## src/rtl/core/sev_pkg.sv

```systemverilog
// Shared types and constants for the slope engine voice unit.
package sev_pkg;

  // Register interface widths.
  localparam int CFG_ADDR_W = 4;
  localparam int CFG_DATA_W = 32;

  // Register indexes (byte address = 4 * index).
  localparam logic [1:0] REG_PHASE_INC = 2'd0;
  localparam logic [1:0] REG_RANGE     = 2'd1;
  localparam logic [1:0] REG_MODE      = 2'd2;

  // Slope mode codes; the unused code behaves as sustain.
  localparam logic [1:0] MODE_TRANSIENT = 2'd0;
  localparam logic [1:0] MODE_SUSTAIN   = 2'd1;
  localparam logic [1:0] MODE_CYCLE     = 2'd2;

  // Trigger gate threshold: 0.5 in Q3.12.
  localparam logic signed [15:0] GATE_THRESHOLD = 16'sd2048;

  // Largest accepted increment: one half of 2^16.
  localparam logic [15:0] INC_CAP = 16'h8000;

  // Output scale: 1.0 on the 18-bit result.
  localparam logic [17:0] OUT_ONE = 18'h10000;

  typedef struct packed {
    logic [15:0] phase_increment;
    logic        range_sound;
    logic [1:0]  slope_mode;
  } cfg_t;

endpackage

```

## src/rtl/core/sev_cfg_regs.sv

```systemverilog
// Configuration register file behind the APB-style port.
module sev_cfg_regs (
  input  logic                             clk,
  input  logic                             rst,
  input  logic                             psel,
  input  logic                             penable,
  input  logic                             pwrite,
  input  logic [sev_pkg::CFG_ADDR_W-1:0]   paddr,
  input  logic [sev_pkg::CFG_DATA_W-1:0]   pwdata,
  output logic [sev_pkg::CFG_DATA_W-1:0]   prdata,
  output logic                             pready,
  output sev_pkg::cfg_t                    cfg
);

  logic       wr_en;
  logic [1:0] reg_sel;

  assign pready  = 1'b1;
  assign wr_en   = psel & penable & pwrite;
  assign reg_sel = paddr[3:2];

  always_ff @(posedge clk) begin
    if (rst) begin
      cfg.phase_increment <= '0;
      cfg.range_sound     <= 1'b0;
      cfg.slope_mode      <= sev_pkg::MODE_CYCLE;
    end else if (wr_en) begin
      unique case (reg_sel)
        sev_pkg::REG_PHASE_INC: cfg.phase_increment <= pwdata[15:0];
        sev_pkg::REG_RANGE:     cfg.range_sound     <= pwdata[0];
        sev_pkg::REG_MODE:      cfg.slope_mode      <= pwdata[1:0];
        default: begin
        end
      endcase
    end
  end

  always_comb begin
    prdata = '0;
    unique case (reg_sel)
      sev_pkg::REG_PHASE_INC: prdata[15:0] = cfg.phase_increment;
      sev_pkg::REG_RANGE:     prdata[0]    = cfg.range_sound;
      sev_pkg::REG_MODE:      prdata[1:0]  = cfg.slope_mode;
      default:                prdata       = '0;
    endcase
  end

endmodule

```

## src/rtl/core/sev_slope_core.sv

```systemverilog
// Slope state (phase, one-shot, gate) and the combinational shaping path.
module sev_slope_core #(
  parameter int PHASE_FRAC_BITS = 16
) (
  input  logic                       clk,
  input  logic                       rst,
  input  logic                       step_en,
  input  logic signed [15:0]         trigger_sample,
  input  sev_pkg::cfg_t              cfg,
  output logic [17:0]                result,
  output logic [PHASE_FRAC_BITS:0]   phase
);

  localparam int PW = PHASE_FRAC_BITS + 1;
  localparam int SW = PHASE_FRAC_BITS + 2;
  localparam logic [PW-1:0] PHASE_ONE  = {1'b1, {PHASE_FRAC_BITS{1'b0}}};
  localparam logic [PW-1:0] PHASE_HALF = {2'b01, {(PHASE_FRAC_BITS-1){1'b0}}};
  localparam logic [SW-1:0] SUM_ONE    = {1'b0, PHASE_ONE};

  logic                            oneshot_running;
  logic                            gate_held;
  logic                            last_gate;

  logic                            gate, rise, fall;
  logic [15:0]                     inc_capped;
  logic [PHASE_FRAC_BITS+15:0]     inc_wide;
  logic [PHASE_FRAC_BITS-1:0]      inc;
  logic [SW-1:0]                   inc_ext;
  logic                            is_cycle, is_transient, is_sustain;
  logic                            start, run;
  logic [SW-1:0]                   base, sum, sum_wrap;
  logic [PW-1:0]                   phase_next;
  logic                            running_next, held_next;
  logic [PW-1:0]                   shaped;
  logic [PW+15:0]                  shaped_wide;
  logic [16:0]                     s17;

  assign gate = trigger_sample > sev_pkg::GATE_THRESHOLD;
  assign rise = gate & ~last_gate;
  assign fall = ~gate & last_gate;

  // Scale the 16-bit increment to the phase fraction.
  assign inc_capped = (cfg.phase_increment > sev_pkg::INC_CAP) ? sev_pkg::INC_CAP
                                                              : cfg.phase_increment;
  assign inc_wide   = {inc_capped, {PHASE_FRAC_BITS{1'b0}}};
  assign inc        = inc_wide[PHASE_FRAC_BITS+15:16];
  assign inc_ext    = SW'(inc);

  assign is_cycle     = (cfg.slope_mode == sev_pkg::MODE_CYCLE);
  assign is_transient = (cfg.slope_mode == sev_pkg::MODE_TRANSIENT);
  assign is_sustain   = ~is_cycle & ~is_transient;

  assign start = rise & ~oneshot_running;
  assign run   = oneshot_running | start;

  always_comb begin
    held_next    = gate_held;
    running_next = oneshot_running;
    base         = {1'b0, phase};
    if (is_transient && start) begin
      base = '0;
    end
    sum      = base + inc_ext;
    sum_wrap = (sum >= SUM_ONE) ? sum - SUM_ONE : sum;
    phase_next = phase;
    if (is_cycle) begin
      phase_next = rise ? '0 : sum_wrap[PW-1:0];
    end else if (is_transient) begin
      if (run) begin
        if (sum >= SUM_ONE) begin
          phase_next   = '0;
          running_next = 1'b0;
        end else begin
          phase_next   = sum[PW-1:0];
          running_next = 1'b1;
        end
      end else begin
        phase_next = '0;
      end
    end else begin
      if (rise) begin
        held_next = 1'b1;
      end else if (fall) begin
        held_next = 1'b0;
      end
      if (held_next) begin
        phase_next = (sum > SUM_ONE) ? PHASE_ONE : sum[PW-1:0];
      end else begin
        phase_next = (phase > PW'(inc)) ? phase - PW'(inc) : '0;
      end
    end
  end

  // Fold to a triangle outside sustain.
  always_comb begin
    if (is_sustain) begin
      shaped = phase_next;
    end else if (phase_next < PHASE_HALF) begin
      shaped = {phase_next[PW-2:0], 1'b0};
    end else begin
      shaped = PHASE_ONE - phase_next;
      shaped = {shaped[PW-2:0], 1'b0};
    end
  end

  assign shaped_wide = {shaped, 16'h0000};
  assign s17         = shaped_wide[PHASE_FRAC_BITS+16:PHASE_FRAC_BITS];
  assign result      = cfg.range_sound ? ({s17, 1'b0} - sev_pkg::OUT_ONE) : {1'b0, s17};

  always_ff @(posedge clk) begin
    if (rst) begin
      phase           <= '0;
      oneshot_running <= 1'b0;
      gate_held       <= 1'b0;
      last_gate       <= 1'b0;
    end else if (step_en) begin
      phase           <= phase_next;
      oneshot_running <= running_next;
      gate_held       <= held_next;
      last_gate       <= gate;
    end
  end

endmodule

```

## src/rtl/core/slope_engine_voice_unit.sv

```systemverilog
// Top level of the slope engine voice: input stage, slope core, result register.
//
// One voice of a phase-accumulator function generator. Each trigger_sample
// transaction on the input channel (in_valid / in_stall) produces exactly one
// voice_out transaction on the output channel (out_valid / out_stall).
// The mode, increment and output range come from an APB-style register port;
// write it only while no transaction is in flight.
//
// A sample that is accepted lands in the input register, is stepped through
// the slope core and captured in the result register when the core steps;
// out_valid is high from then until the receiver takes it.
// Throughput: one transaction per cycle while the receiver does not stall, set
// by the single add/compare/fold path between the input and result registers.
// When the receiver stalls, the result register holds its value and the input
// register can still take one more sample; in_stall rises only when both are
// full. Synchronous reset empties both stages, clears phase, one-shot and gate
// state, and loads register defaults (increment 0, shape range, cycle mode).
module slope_engine_voice_unit #(
  parameter int PHASE_FRAC_BITS = 16
) (
  input  logic                            clk,
  input  logic                            rst,
  input  logic                            in_valid,
  output logic                            in_stall,
  input  logic signed [15:0]              trigger_sample,
  output logic                            out_valid,
  input  logic                            out_stall,
  output logic signed [17:0]              voice_out,
  input  logic                            psel,
  input  logic                            penable,
  input  logic                            pwrite,
  input  logic [sev_pkg::CFG_ADDR_W-1:0]  paddr,
  input  logic [sev_pkg::CFG_DATA_W-1:0]  pwdata,
  output logic [sev_pkg::CFG_DATA_W-1:0]  prdata,
  output logic                            pready
);

  sev_pkg::cfg_t             cfg;
  logic                      in_full;
  logic signed [15:0]        in_sample;
  logic                      in_accept;
  logic                      fire;
  logic [17:0]               result;
  logic [PHASE_FRAC_BITS:0]  phase;

  sev_cfg_regs u_cfg (
    .clk     (clk),
    .rst     (rst),
    .psel    (psel),
    .penable (penable),
    .pwrite  (pwrite),
    .paddr   (paddr),
    .pwdata  (pwdata),
    .prdata  (prdata),
    .pready  (pready),
    .cfg     (cfg)
  );

  // Step the core when a sample is waiting and the result register is free or being taken.
  assign fire      = in_full & (~out_valid | ~out_stall);
  assign in_stall  = in_full & ~fire;
  assign in_accept = in_valid & ~in_stall;

  sev_slope_core #(
    .PHASE_FRAC_BITS (PHASE_FRAC_BITS)
  ) u_core (
    .clk            (clk),
    .rst            (rst),
    .step_en        (fire),
    .trigger_sample (in_sample),
    .cfg            (cfg),
    .result         (result),
    .phase          (phase)
  );

  // Input register: fill on accept, drain when the core steps.
  always_ff @(posedge clk) begin
    if (rst) begin
      in_full <= 1'b0;
    end else if (in_accept) begin
      in_full <= 1'b1;
    end else if (fire) begin
      in_full <= 1'b0;
    end
  end

  always_ff @(posedge clk) begin
    if (in_accept) begin
      in_sample <= trigger_sample;
    end
  end

  // Result register: load on step, hold while stalled, drop once taken.
  always_ff @(posedge clk) begin
    if (rst) begin
      out_valid <= 1'b0;
    end else begin
      out_valid <= fire | (out_valid & out_stall);
    end
  end

  always_ff @(posedge clk) begin
    if (fire) begin
      voice_out <= $signed(result);
    end
  end

  // Back-pressure only while the input stage holds a sample.
  a_stall_needs_full: assert property (@(posedge clk) disable iff (rst)
    in_stall |-> in_full)
    else $error("input stalled with empty input stage");

  // The phase never exceeds 1.0.
  a_phase_bound: assert property (@(posedge clk) disable iff (rst)
    phase <= {1'b1, {PHASE_FRAC_BITS{1'b0}}})
    else $error("phase above one");

  // A new result appears only after a core step.
  a_result_from_step: assert property (@(posedge clk) disable iff (rst)
    $rose(out_valid) |-> $past(fire))
    else $error("result valid without a core step");

  // A stalled result is not replaced by a new step.
  a_no_overwrite: assert property (@(posedge clk) disable iff (rst)
    (out_valid && out_stall) |-> !fire)
    else $error("core stepped over a waiting result");

endmodule
```

## config.mk

```make
export PLATFORM = sky130hd
export DESIGN_NAME = slope_engine_voice_unit
export DESIGN_NICKNAME = d
export VERILOG_FILES = /design/src/rtl/core/sev_pkg.sv /design/src/rtl/core/sev_cfg_regs.sv /design/src/rtl/core/sev_slope_core.sv /design/src/rtl/core/slope_engine_voice_unit.sv
export SDC_FILE = /design/constraint.sdc
export NUM_CORES = 1
export LEC_CHECK = 0
export BUFFER_PORTS_ARGS = -buffer_cell sky130_fd_sc_hd__clkbuf_2
export CAP_MARGIN = 0
export CORE_UTILIZATION = 55
export DETAILED_ROUTE_END_ITERATION = 6
export GPL_ROUTABILITY_DRIVEN = 0
export PLACE_DENSITY = 0.77
export SLEW_MARGIN = 10
export SYNTH_ARGS = -nofsm -noshare
export SYNTH_HDL_FRONTEND = slang
export SYNTH_HIERARCHICAL = 1
export SYNTH_SLANG_ARGS = --single-unit
```

## constraint.sdc

```tcl
create_clock -name clk -period 7.9 [get_ports clk]
set_clock_uncertainty 0.15 [all_clocks]
set_input_delay 1.58 -clock clk [delete_from_list [all_inputs] [get_ports clk]]
set_output_delay 1.58 -clock clk [all_outputs]
set_load 0.005 [all_outputs]
```

* Word-level counts from Yosys, hierarchy flattened
Index checks and enable logic that the tools add are counted.
Cells by class: $add $sub $neg 5, $lt $le $gt $ge 6, equality and inequality tests 3, muxes and demuxes 24, bitwise operators 22, reductions and logical operators 9
Operators by type and width (count):
- 17-bit 2-to-1 mux | 13
- 17-bit by 16-bit adder with 18-bit output | 1
- 18-bit by 17-bit greater-or-equal comparator with 1-bit output (second input constant) | 1
- 18-bit by 17-bit greater-than comparator with 1-bit output (second input constant) | 1
- 18-bit by 17-bit subtractor with 18-bit output (second input constant) | 1
- 17-bit by 16-bit greater-than comparator with 1-bit output | 1
- 17-bit by 16-bit < comparator with 1-bit output (second input constant) | 1
- 17-bit by 16-bit subtractor with 17-bit output | 1
- 17-bit subtractor (second input constant) | 1
- 16-bit by 13-bit greater-than comparator with 1-bit output (second input constant) | 1
- 16-bit greater-than comparator (second input constant) | 1
- 16-bit 2-to-1 mux | 1
- 1-bit by 16-bit subtractor with 16-bit output (first input constant) | 1
- 14-bit 2-to-1 mux | 1
- 1-bit bitwise AND | 10
- 1-bit inverter | 9
- 1-bit 2-to-1 mux | 7
- 2-bit AND reduction | 3
- 2-bit equality test (second input constant) | 2
- 2-bit zero test | 2
- 4-bit AND reduction | 1
- 1-bit OR | 3
- 1-bit one-hot mux with 3 select lines | 1
- 3-bit AND reduction | 1
- 4 further kinds | 4
Storage, ports and cells: flip-flop bits (word level) 75, bits of input ports 59, output and inout bits 53, word-level logic and storage cells 81

* Depth between registers and ports, before layout
Gate-level depths: netlist of the first run.
word-level depth 16, gate-level depth with buffers 24, depth with buffers taken out 22

* Modules after synthesis
The synthesis of the first run kept the hierarchy.
By module, submodules not included:
- sev_slope_core | times used 1, cells each 659, area an instance 4575.6 sq um, sequential area each 400.4 sq um
- sev_cfg_regs | times used 1, cells each 123, area an instance 1131.1 sq um, sequential area each 380.4 sq um
- slope_engine_voice_unit | times used 1, cells each 44, area an instance 1107.3 sq um, sequential area each 1061.0 sq um

* Worst setup path after synthesis of the first run
Ideal clock, no wire load.
path kind reg2reg, from reg u_core.last_gate, to reg voice_out[14], data pin, setup time 0.257 ns, arrival time 4.920 ns, data required time 7.493 ns, slack 2.574 ns, cell stages (with the launch flop) 22, buffers on the path 1, period minus slack after synthesis 5.326 ns, path through dfxtp_1 -> or4_1 -> nor3_2 -> nand2_2 -> clkbuf_1 -> and2_1 -> ha_1 -> nor2_1 -> a211oi_2 -> or4_1 -> o21a_1 -> or4b_4 -> nor4_4 -> a21oi_1 -> o22ai_1 -> inv_1 -> ha_1 -> and3_1 -> a2111oi_0 -> a21oi_1 -> nor2_1 -> o2bb2ai_1
Between the ends: cells in the longest elaborated chain, start to end 16, elaborated cells between the ends (all ways) 29, those cells by class add/sub: 4; order compare: 3; mux: 16; bitwise: 5; reduce/logical: 1
RTL lines:
- start, declared | RTL line sev_slope_core.sv:22 | logic last_gate;
- start signal, assigned | RTL line sev_slope_core.sv:120 | last_gate <= gate;
- 1-bit inverter | RTL line sev_slope_core.sv:39 | assign rise = gate & ~last_gate;
- 1-bit bitwise AND | RTL line sev_slope_core.sv:39
- 1-bit bitwise AND | RTL line sev_slope_core.sv:53 | assign start = rise & ~oneshot_running;
- 1-bit logical AND | RTL line sev_slope_core.sv:60 | if (is_transient && start) begin
- 17-bit 2-to-1 mux | RTL line sev_slope_core.sv:60
- 17-bit by 16-bit adder with 18-bit output | RTL line sev_slope_core.sv:63 | sum = base + inc_ext;
- 18-bit by 17-bit greater-than comparator with 1-bit output or 18-bit by 17-bit greater-or-equal comparator with 1-bit output (tied branches) | RTL line sev_slope_core.sv:87, sev_slope_core.sv:64, sev_slope_core.sv:70
- 17-bit 2-to-1 mux (on tied branches) | RTL line sev_slope_core.sv:87, sev_slope_core.sv:70
- 17-bit 2-to-1 mux (on tied branches) | RTL line sev_slope_core.sv:86, sev_slope_core.sv:69
- 17-bit 2-to-1 mux | RTL line sev_slope_core.sv:68 | end else if (is_transient) begin
- 17-bit 2-to-1 mux (*) | RTL line sev_slope_core.sv:66 | if (is_cycle) begin
- 1-bit by 16-bit subtractor with 16-bit output or 17-bit by 16-bit < comparator with 1-bit output (tied branches) | RTL line sev_slope_core.sv:101, sev_slope_core.sv:98
- 17-bit 2-to-1 mux | RTL line sev_slope_core.sv:98 | end else if (phase_next < PHASE_HALF) begin
- 17-bit 2-to-1 mux (*) | RTL line sev_slope_core.sv:96 | if (is_sustain) begin
- 18-bit by 17-bit subtractor with 18-bit output | RTL line sev_slope_core.sv:108 | assign result = cfg.range_sound ? ({s17, 1'b0} - sev_pkg::OUT_ONE) : {1'b0, s17};
- 17-bit 2-to-1 mux (*) | RTL line sev_slope_core.sv:108
- via result[14] | RTL line slope_engine_voice_unit.sv:43 | logic [17:0] result;
- end signal, assigned | RTL line slope_engine_voice_unit.sv:104 | voice_out <= $signed(result);
- end, declared | RTL line slope_engine_voice_unit.sv:28 | output logic signed [17:0] voice_out,
Mark *: on every way through the listed nets, which the timed path passes. The rest lies on a longest branch. The select of a mux whose other input is x is not followed. A chain may end at the register's enable or synchronous reset.

* Final worst setup path of the first run
from reg, netlist name u_cfg/cfg[0], to reg voice_out[14], data pin
Between the ends: cells in the longest elaborated chain, start to end 14, elaborated cells between the ends (all ways) 25, those cells by class add/sub: 4; order compare: 3; eq/ne: 1; mux: 12; bitwise: 3; reduce/logical: 2
RTL lines:
- 2-bit zero test | RTL line sev_slope_core.sv:50 | assign is_transient = (cfg.slope_mode == sev_pkg::MODE_TRANSIENT);
- 1-bit logical AND | RTL line sev_slope_core.sv:60
- 17-bit 2-to-1 mux | RTL line sev_slope_core.sv:60
- 17-bit by 16-bit adder with 18-bit output | RTL line sev_slope_core.sv:63
- 18-bit by 17-bit greater-than comparator with 1-bit output or 18-bit by 17-bit greater-or-equal comparator with 1-bit output (tied branches) | RTL line sev_slope_core.sv:87, sev_slope_core.sv:64, sev_slope_core.sv:70
- 17-bit 2-to-1 mux (on tied branches) | RTL line sev_slope_core.sv:87, sev_slope_core.sv:70
- 17-bit 2-to-1 mux (on tied branches) | RTL line sev_slope_core.sv:86, sev_slope_core.sv:69
- 17-bit 2-to-1 mux | RTL line sev_slope_core.sv:68
- 17-bit 2-to-1 mux | RTL line sev_slope_core.sv:66
- 1-bit by 16-bit subtractor with 16-bit output or 17-bit by 16-bit < comparator with 1-bit output (tied branches) | RTL line sev_slope_core.sv:101, sev_slope_core.sv:98
- 17-bit 2-to-1 mux | RTL line sev_slope_core.sv:98
- 17-bit 2-to-1 mux (*) | RTL line sev_slope_core.sv:96
- 18-bit by 17-bit subtractor with 18-bit output | RTL line sev_slope_core.sv:108
- 17-bit 2-to-1 mux (*) | RTL line sev_slope_core.sv:108
- via result[14] | RTL line slope_engine_voice_unit.sv:43
Mark *: on every way through the listed nets, which the timed path passes. The rest lies on a longest branch.

==> metrics.md, run 1 <==
| Metric | Value |
|---|---|
| Status | finished clean |
| Ordered list of cells on the worst path | buf_4, or4_1, nor3_2, nand2_2, and2_1, ha_1, and4_1, o21ai_0, nor4_2, nor3_1, xnor2_1, a2111oi_2, a21oi_1, o22ai_1, inv_1, ha_1, and3_1, a2111oi_0, a21oi_1, nor2_1, o2bb2ai_1 |
| Post-CTS sizing | 0 |
| Clock Latency Late Sink | 360 ps |
| Sequential share of power | 35.7% |
| Final non-filler cell area | 7490 sq um |
| DRT iter0 DRCs | 484 |
| Area Overhead vs Synth | 9.90% |
| Vias | 6487 |
| Met2 Use GR | 46.7% |
| Worst Path Required | 7850 ps |
| Tcrit/Tclk final | 81.4% |
| Clock tree buffer depth | 2 |
| Pre-antenna DRT Iters | 5 |
| Peak fanout along the critical path | 33 |
| Count of cell types in the netlist | 95 |
| Drt via density | 6.20 |
| Top cells by count, synth | nor2_1, nand2_1, a21oi_1 |
| Row Count | 40 |
| CP arrival | 6390 ps |
| DRC violations left | 0 |
| Worst setup EP type | register |
| Number of global-route vias before repair | 5902 |
| Global-route wire length before repair | 29200 um |
| LEAKAGE | 3.10 nW |
| Setup TNS Final | 0 ps |
| Root Driver | clkbuf_16 |
| Power density of the placed cells | 165 nW/um^2 |
| Synthesized cell area | 6810 sq um |
| Most frequent cell after synthesis | nor2_1 |
| CP Launch Type | register |
| Peak supply drop | 0.144 mV |
| Max Cap Viol | 0 |
| Final setup viols | 0 |
| Top Ports | 112 |
| Post-Synthesis Cells | 826 |
| Post-synthesis sequential element count | 75 |
| Largest area contributor in the synthesized netlist | edfxtp_1 |
| Max Transition Viols Final | 0 |
| Max frequency | 155 MHz |
| Finished Core Util | 62.1% |
| Crit path time final | 6430 ps |
| RSZ-0062 raised after global routing | false |
| Post-synth top area share | 15.0% |
| Core area | 12100 sq um |
| PortBufs | 76 |
| Final WL | 18100 um |
| Post-CTS Repair Setup Buffers | 0 |
| Logic pwr share | 30.0% |
| CTS tree | done |
| Die Ht | 113 um |
| Clock slew at reported path FFs | 60 ps |
| GR Overflow Total | 0 |
| Critical Path Max Stage Delay | 590 ps |
| Critical path class | register to register |
| Placed Cells | 1031 |
| Async SR Flop Fraction | 0% |
| GR peak layer | met2 |
| Die X | 113 um |
| Clock sink total | 75 |
| Sw frac | 33.8% |
| Psw | 419 uW |
| Post-synth top flop | dfxtp_1 |
| Fraction of layout cells with a size suffix above 1 | 15.0% |
| Full die area | 12800 sq um |
| Filler cell count | 1103 |
| Placed cell area | 7190 sq um |
| Internal power component | 818 uW |
| Ys Warns | 6 |
| ANT cells | 0 |
| Post-detail-place hpwl | 13600 um |
| Post-Syn Area per Cell | 8.25 sq um |
| Grt met3 use | 5.36% |
| Hold_buf cts | 0 |
| Post-synthesis sequential area ratio | 27.0% |
| Detail Route Antenna Nets | 0 |
| DR WL/cell | 17.3 um |
| Power share of the clock group | 34.4% |
| Initial antenna violation count | 0 |
| Global-route met1 utilization | 36.3% |
| Largest net degree at the start of global routing | 59 |
| Min-Delay Path Class | register to register |
| Largest cells by area after synthesis | edfxtp_1, dfxtp_1, ha_1, mux2i_1, nor2_1 |
| CTS Buf Count | 9 |
| Slowest CP cell | a2111oi_2 |
| GRT Resource Usage Total | 29.1% |
| H-tree lvl count | 3 |
| Initial Util | 56.5% |
| Worst-Margin Slew | 1250 ps |
| Relative slew slack | 15.9% |
| Final hold vios | 0 |
| Nets | 969 |
| Worst hold margin | 346 ps |
| Post-route insts no fill | 1047 |
| Post-synth EDFFs | 34 |
==> worst paths after layout <==
path,depth (start not counted),slack [ps],end,startpoint
max reg2reg,21,1470,voice_out[14],u_cfg/cfg[0]
max,21,1470,voice_out[14],u_cfg/cfg[0]
min reg2reg,2,350,u_core/phase[0],u_core/phase[0]
min,2,350,u_core/phase[0],u_core/phase[0]
==> layout make-up <==
type / count / area (sq um) / share of cell area, %
inverters: 34 / 128 / 1.70
clock inverters: 7 / 76.3 / 1.02
multi-input cells: 674 / 4600 / 61.4
well taps: 168 / 210 / 2.81
repair buffers: 80 / 410 / 5.48
clock buffers: 9 / 225 / 3.01
flip-flops and latches: 75 / 1840 / 24.6
==> state kept, by name, summed over array words and instances, names as in the netlist <==
name                    count
in_full                     1
in_sample                  16
out_valid                   1
u_cfg/cfg                  19
u_core/gate_held            1
u_core/last_gate            1
u_core/oneshot_running      1
u_core/phase               17
voice_out                  18
==> power by group through the flow <==
stage	clock [mW]	sequential (mW)	combinational, mW
2_1_floorplan	0	0.447	0.273
3_3_place_gp	0	0.449	0.352
3_5_place_dp	0	0.450	0.357
4_1_cts	0.433	0.441	0.360
5_1_grt	0.447	0.443	0.403
6_report	0.425	0.441	0.371
==> cells by family after synthesis <==
| group | count (synthesis) | share of synthesized area, % |
|---|---|---|
| AO/OA/AOI/OAI | 248 | 26.4 |
| XOR/XNOR | 32 | 4.11 |
| adder cells (fa/ha/maj) | 36 | 6.83 |
| buffers and inverters | 92 | 6.50 |
| flip-flops | 75 | 27.0 |
| multiplexers | 30 | 4.43 |
| other | 2 | 0.110 |
| AND/OR/NAND/NOR | 311 | 24.6 |
==> worst max-delay path, delay by kind of cell (launching register included) <==
family	cells	cell delay, ps
AO/OA/AOI/OAI	7	1950
XOR/XNOR	1	260
adder cells (fa/ha/maj)	2	730
buffers and inverters	2	350
flip-flops	1	290
AND/OR/NAND/NOR	9	2420
==> stage by stage <==
step / setup slack [ps] / total power [mW]
after floorplan: 2570 / 0.719
after global placement: 1760 / 0.801
after detailed placement: 1720 / 0.807
after CTS: 1700 / 1.23
after global routing: 1130 / 1.29
final: 1470 / 1.24
==> cells in the final DEF (no fill, tap or decap), types with 10 or more instances in the layout <==
cell type	instances
and2_1	36
a21oi_1	52
o21ai_0	35
xnor2_1	22
nor2b_1	11
a211oi_1	25
a22oi_1	17
nor2_1	72
xor2_1	10
inv_1	33
nor3_1	15
nand3_1	13
a21o_1	13
edfxtp_1	34
clkbuf_2	76
conb_1	17
nand2_1	60
mux2i_1	29
ha_1	34
dfxtp_1	41
nand2b_1	43
o211ai_1	10
==> per-layer routing <==
metal / up-vias / wire length [um]
met5: - / 0
li1: 3122 / -
met1: 3041 / 7620
met4: 0 / 832
met3: 51 / 1310
met2: 273 / 8320
(Power assumes the default switching activity.)
==> run 2: changes to the inputs <==
==> constraint.sdc (replaced) <==
create_clock -name clk -period 6.65 [get_ports clk]
set_clock_uncertainty 0.15 [all_clocks]
set_input_delay 1.33 -clock clk [delete_from_list [all_inputs] [get_ports clk]]
set_output_delay 1.33 -clock clk [all_outputs]
set_load 0.005 [all_outputs]
==> metrics.md, run 2 (synthesis results as in run 1) <==
| Metric | Value |
|---|---|
| Status | finished clean |
| DRT iter0 DRCs | 528 |
| Worst-Margin Slew | 1080 ps |
| DRC violations left | 0 |
| Clock sink total | 75 |
| Reg with most FFs | u_cfg/cfg |
| Worst Path Required | 6610 ps |
| Max Cap Viol | 0 |
| Peak fanout along the critical path | 17 |
| Nets | 973 |
| Filler cell count | 1093 |
| Vias | 6464 |
| Pre-antenna DRT Iters | 5 |
| Global-route wire length before repair | 29000 um |
| Hold_buf cts | 0 |
| Number of global-route vias before repair | 5959 |
| Final hold vios | 0 |
| Final WL | 18100 um |
| DR WL/cell | 17.2 um |
| Post-detail-place hpwl | 13700 um |
| Number of flip-flops in the largest register | 19 |
| Setup TNS Final | 0 ps |
| Initial antenna violation count | 0 |
| CP Launch Type | register |
| Post-CTS sizing | 0 |
| Critical path class | register to register |
| Worst hold margin | 338 ps |
| Psw | 485 uW |
| GRT Resource Usage Total | 28.9% |
| Largest net degree at the start of global routing | 59 |
| Clock tree buffer depth | 2 |
| Max Transition Viols Final | 0 |
| Root Driver | clkbuf_16 |
| Die X | 113 um |
| Most frequent cells in the layout | clkbuf_2, nor2_1, nand2_1 |
| Clock Latency Late Sink | 350 ps |
| Area Overhead vs Synth | 10.8% |
| Max frequency | 160 MHz |
| Power, Total | 1.51 mW |
| Tcrit/Tclk final | 94.1% |
| Crit path time final | 6250 ps |
| Internal power component | 1.02 mW |
| LEAKAGE | 3.13 nW |
| CTS tree | done |
| Min-Delay Path Class | register to register |
| Fraction of layout cells with a size suffix above 1 | 15.5% |
| Final setup viols | 0 |
| Logic pwr share | 29.4% |
| Power share of the clock group | 35.9% |
| Sequential share of power | 34.8% |
| Top Ports | 112 |
| Worst setup EP type | register |
| CP arrival | 6210 ps |
| Peak supply drop | 0.167 mV |
| Relative slew slack | 27.5% |
| H-tree lvl count | 3 |
| Clock slew at reported path FFs | 60 ps |
| Commonest non-fill, non-tap cell in the layout | clkbuf_2 |
| Placed cell area | 7220 sq um |
| Placed Cells | 1035 |
| Setup slack after placement | 575 ps |
| Worst Setup Slack, final | 395 ps |
| GR Overflow Total | 0 |
| Full die area | 12800 sq um |
| Sw frac | 32.2% |
| Initial Util | 56.5% |
| Post-route insts no fill | 1051 |
| Finished Core Util | 62.6% |
| Core area | 12100 sq um |
| RSZ-0062 raised after global routing | false |
| Final non-filler cell area | 7550 sq um |
| CTS Buf Count | 9 |
| Drt via density | 6.15 |
| Row Count | 40 |
| ANT cells | 0 |
| Detail Route Antenna Nets | 0 |
| Power density of the placed cells | 200 nW/um^2 |
| Die Ht | 113 um |
| Biggest regs | u_cfg/cfg x19, voice_out x18, u_core/phase x17 |
| PortBufs | 76 |
| Post-CTS Repair Setup Buffers | 0 |
-- run 2: cell count changes in the layout (fill, tap and decap cells not counted) --
cell / before / now
bufinv_16: 1 / 2
clkinv_4: 2 / 1
clkinv_2: 1 / 0
clkinv_1: 1 / 0
clkbuf_8: 0 / 1
buf_4: 4 / 8
inv_8: 1 / 0
inv_6: 1 / 2
clkinvlp_4: 0 / 1
-- run 2: path summary, 6_finish.rpt --
kind,slack (ps),startpoint,to,depth (start not counted)
worst min register to register,340,u_core/phase[0],u_core/phase[0],2
worst min-delay path,340,u_core/phase[0],u_core/phase[0],2
worst max register to register,400,u_cfg/cfg[1],voice_out[14],20
worst max-delay path,400,u_cfg/cfg[1],voice_out[14],20
-- run 2: worst max-delay path: stages, from the launching register on --
cell	delay, ps
dfxtp_1	410
or4_1	520
nor3_2	240
nand2_2	230
and2_1	230
ha_1	420
and4_1	230
o21ai_0	130
nor4_2	500
nor3_1	150
xnor2_1	260
a2111oi_2	610
a21oi_1	270
o22ai_1	350
inv_1	110
ha_1	310
and3_1	200
a2111oi_0	380
a21oi_1	130
nor2_1	110
o2bb2ai_1	70
-- run 2: layer usage --
layer  part of all wire, %  track usage (%)  vias up  wire (um)
li1                      -                -     3139          -
met1                    42             35.5     2992       7520
met2                    47             48.1      283       8500
met3                   7.4             5.62       50       1340
met4                   3.9             15.1        0        707
met5                     0                0        -          0
-- run 2: layout make-up --
type / count / area, sq um / area share, %
Sequential cell: 75 / 1840 / 24.4
Tap cell: 168 / 210 / 2.78
Multi-Input combinational cell: 674 / 4600 / 60.9
Timing Repair Buffer: 84 / 440 / 5.83
Inverter: 34 / 128 / 1.69
Clock inverter: 6 / 93.8 / 1.24
Clock buffer: 10 / 239 / 3.17
-- run 2: power groups by stage --
stage | Clock (mW) | Sequential [mW] | Combinational, mW
floorplan | 0 | 0.530 | 0.324
global placement | 0 | 0.533 | 0.424
detailed placement | 0 | 0.534 | 0.427
CTS | 0.549 | 0.524 | 0.431
global route | 0.567 | 0.526 | 0.481
finish | 0.540 | 0.524 | 0.443
==> run 3: changes to the inputs <==
==> constraint.sdc (replaced) <==
create_clock -name clk -period 7.52 [get_ports clk]
set_clock_uncertainty 0.15 [all_clocks]
set_input_delay 1.504 -clock clk [delete_from_list [all_inputs] [get_ports clk]]
set_output_delay 1.504 -clock clk [all_outputs]
set_load 0.005 [all_outputs]
==> metrics.md, run 3 (synthesis results as in run 1) <==
| Metric | Value |
|---|---|
| PortBufs | 76 |
| Post-CTS sizing | 0 |
| Sequential cell area | 1840 sq um |
| GR Overflow Total | 0 |
| Pre-antenna DRT Iters | 5 |
| Vias | 6436 |
| Initial antenna violation count | 0 |
| Setup TNS Final | 0 ps |
| Drt via density | 6.15 |
| Worst reg2reg path startpoint | in_sample[0] |
| CTS tree | done |
| Biggest regs | u_cfg/cfg x19, voice_out x18, u_core/phase x17 |
| Worst setup EP type | register |
| Status | finished clean |
| Hold Startpoint | u_core/phase[0] |
| Max Cap Viol | 0 |
| Max frequency | 158 MHz |
| Fraction of layout cells with a size suffix above 1 | 15.1% |
| Critical Path Max Stage Delay | 580 ps |
| Final setup viols | 0 |
| Critical path class | register to register |
| Nets | 969 |
| Worst Path Required | 7480 ps |
| Max Transition Viols Final | 0 |
| Min-Delay Path Class | register to register |
| Most frequent cells in the layout | clkbuf_2, nor2_1, nand2_1 |
| Die X | 113 um |
| Crit-path leading delay family | simple AND/OR/NAND/NOR gates |
| Clock sink total | 75 |
| H-tree lvl count | 3 |
| DR WL/cell | 17.2 um |
| GRT Resource Usage Total | 29.5% |
| Core area | 12100 sq um |
| Top Ports | 112 |
| Detail Route Antenna Nets | 0 |
| Peak supply drop | 0.177 mV |
| Full die area | 12800 sq um |
| Setup crit start | in_sample[0] |
| Cell mode on critical path | a21oi_1 |
| Peak fanout along the critical path | 8 |
| Post-detail-place hpwl | 13700 um |
| Filler cell count | 1098 |
| Worst-Margin Slew | 1360 ps |
| Row Count | 40 |
| Worst hold margin | 339 ps |
| Root Driver | clkbuf_16 |
| CP arrival | 6290 ps |
| Relative slew slack | 8.20% |
| Final non-filler cell area | 7460 sq um |
| RSZ-0062 raised after global routing | false |
| CP Launch Type | register |
| Commonest non-fill, non-tap cell in the layout | clkbuf_2 |
| Tcrit/Tclk final | 84.3% |
| CTS Buf Count | 9 |
| Global-route wire length before repair | 29600 um |
| Buf/Inv on CP | 2 |
| Crit path time final | 6340 ps |
| Clock Latency Late Sink | 350 ps |
| ANT cells | 0 |
| Power density of the placed cells | 168 nW/um^2 |
| Clock slew at reported path FFs | 60 ps |
| Final WL | 18000 um |
| LEAKAGE | 3.09 nW |
| Hold_buf cts | 0 |
| Die Ht | 113 um |
| Largest net degree at the start of global routing | 59 |
| Reg with most FFs | u_cfg/cfg |
| Area Overhead vs Synth | 9.51% |
| Final hold vios | 0 |
| Placed cell area | 7190 sq um |
| DRT iter0 DRCs | 532 |
| DRC violations left | 0 |
| Initial Util | 56.5% |
| Post-CTS Repair Setup Buffers | 0 |
| Number of flip-flops in the largest register | 19 |
| Clock tree buffer depth | 2 |
| Number of global-route vias before repair | 6028 |
| Slowest CP cell | or4b_4 |
| Ordered list of cells on the worst path | nor4_1, nand4_1, a21oi_1, ha_1, inv_1, fa_1, nand2b_1, a211oi_2, nor2_1, o21a_1, or4b_4, nor4_4, a21oi_1, o22ai_1, inv_1, ha_1, and3_1, a2111oi_0, a21oi_1, nor2_1, o2bb2ai_1 |
| Multi-input gate area | 4600 sq um |
==> run 3: final cells by class <==
class,count,area share [%]
Clock buffer,9,3.02
Multi-Input combinational cell,674,61.6
Timing Repair Buffer,80,5.50
Tap cell,168,2.82
Sequential cell,75,24.7
Clock inverter,7,0.671
Inverter,34,1.71
==> run 3: stage by stage <==
step / cells / utilization, % / total power [mW] / setup WS [ps]
after detailed placement: 1031 / 59.6 / 0.849 / 1310
final: 1047 / 61.9 / 1.26 / 1180
after floorplan: 841 / - / 0.755 / 2190
after global placement: 1031 / 59.6 / 0.842 / 1390
after global routing: 1047 / 61.9 / 1.31 / 710
after CTS: 1047 / 61.9 / 1.26 / 1300
==> run 3: final timing paths <==
| kind | end | slack (ps) | depth (start not counted) |
|---|---|---|---|
| setup / recovery | voice_out[14] | 1180 | 21 |
| hold / removal | u_core/phase[0] | 340 | 2 |
| setup reg to reg | voice_out[14] | 1180 | 21 |
| hold reg to reg | u_core/phase[0] | 340 | 2 |
==> run 3: per-layer routing <==
layer | wire (um) | share of wire (%) | global-route usage [%]
met3 | 1050 | 5.8 | 4.34
met1 | 7880 | 44 | 37.5
met4 | 692 | 3.8 | 15.8
met5 | 0 | 0 | 0
met2 | 8420 | 47 | 48.3
==> run 3: tightest hold or removal path, stage by stage, from the launching register on <==
cell and delay, ps:
dfxtp_1 310, nor2_1 80, a211oi_1 50
==> run 3: where the power goes <==
part / internal, mW / total (mW) / switching [mW] / leakage, nW
Clock: 0.225 / 0.403 / 0.179 / 0.140
Sequential: 0.451 / 0.464 / 0.0127 / 0.661
Combinational: 0.149 / 0.390 / 0.241 / 2.29
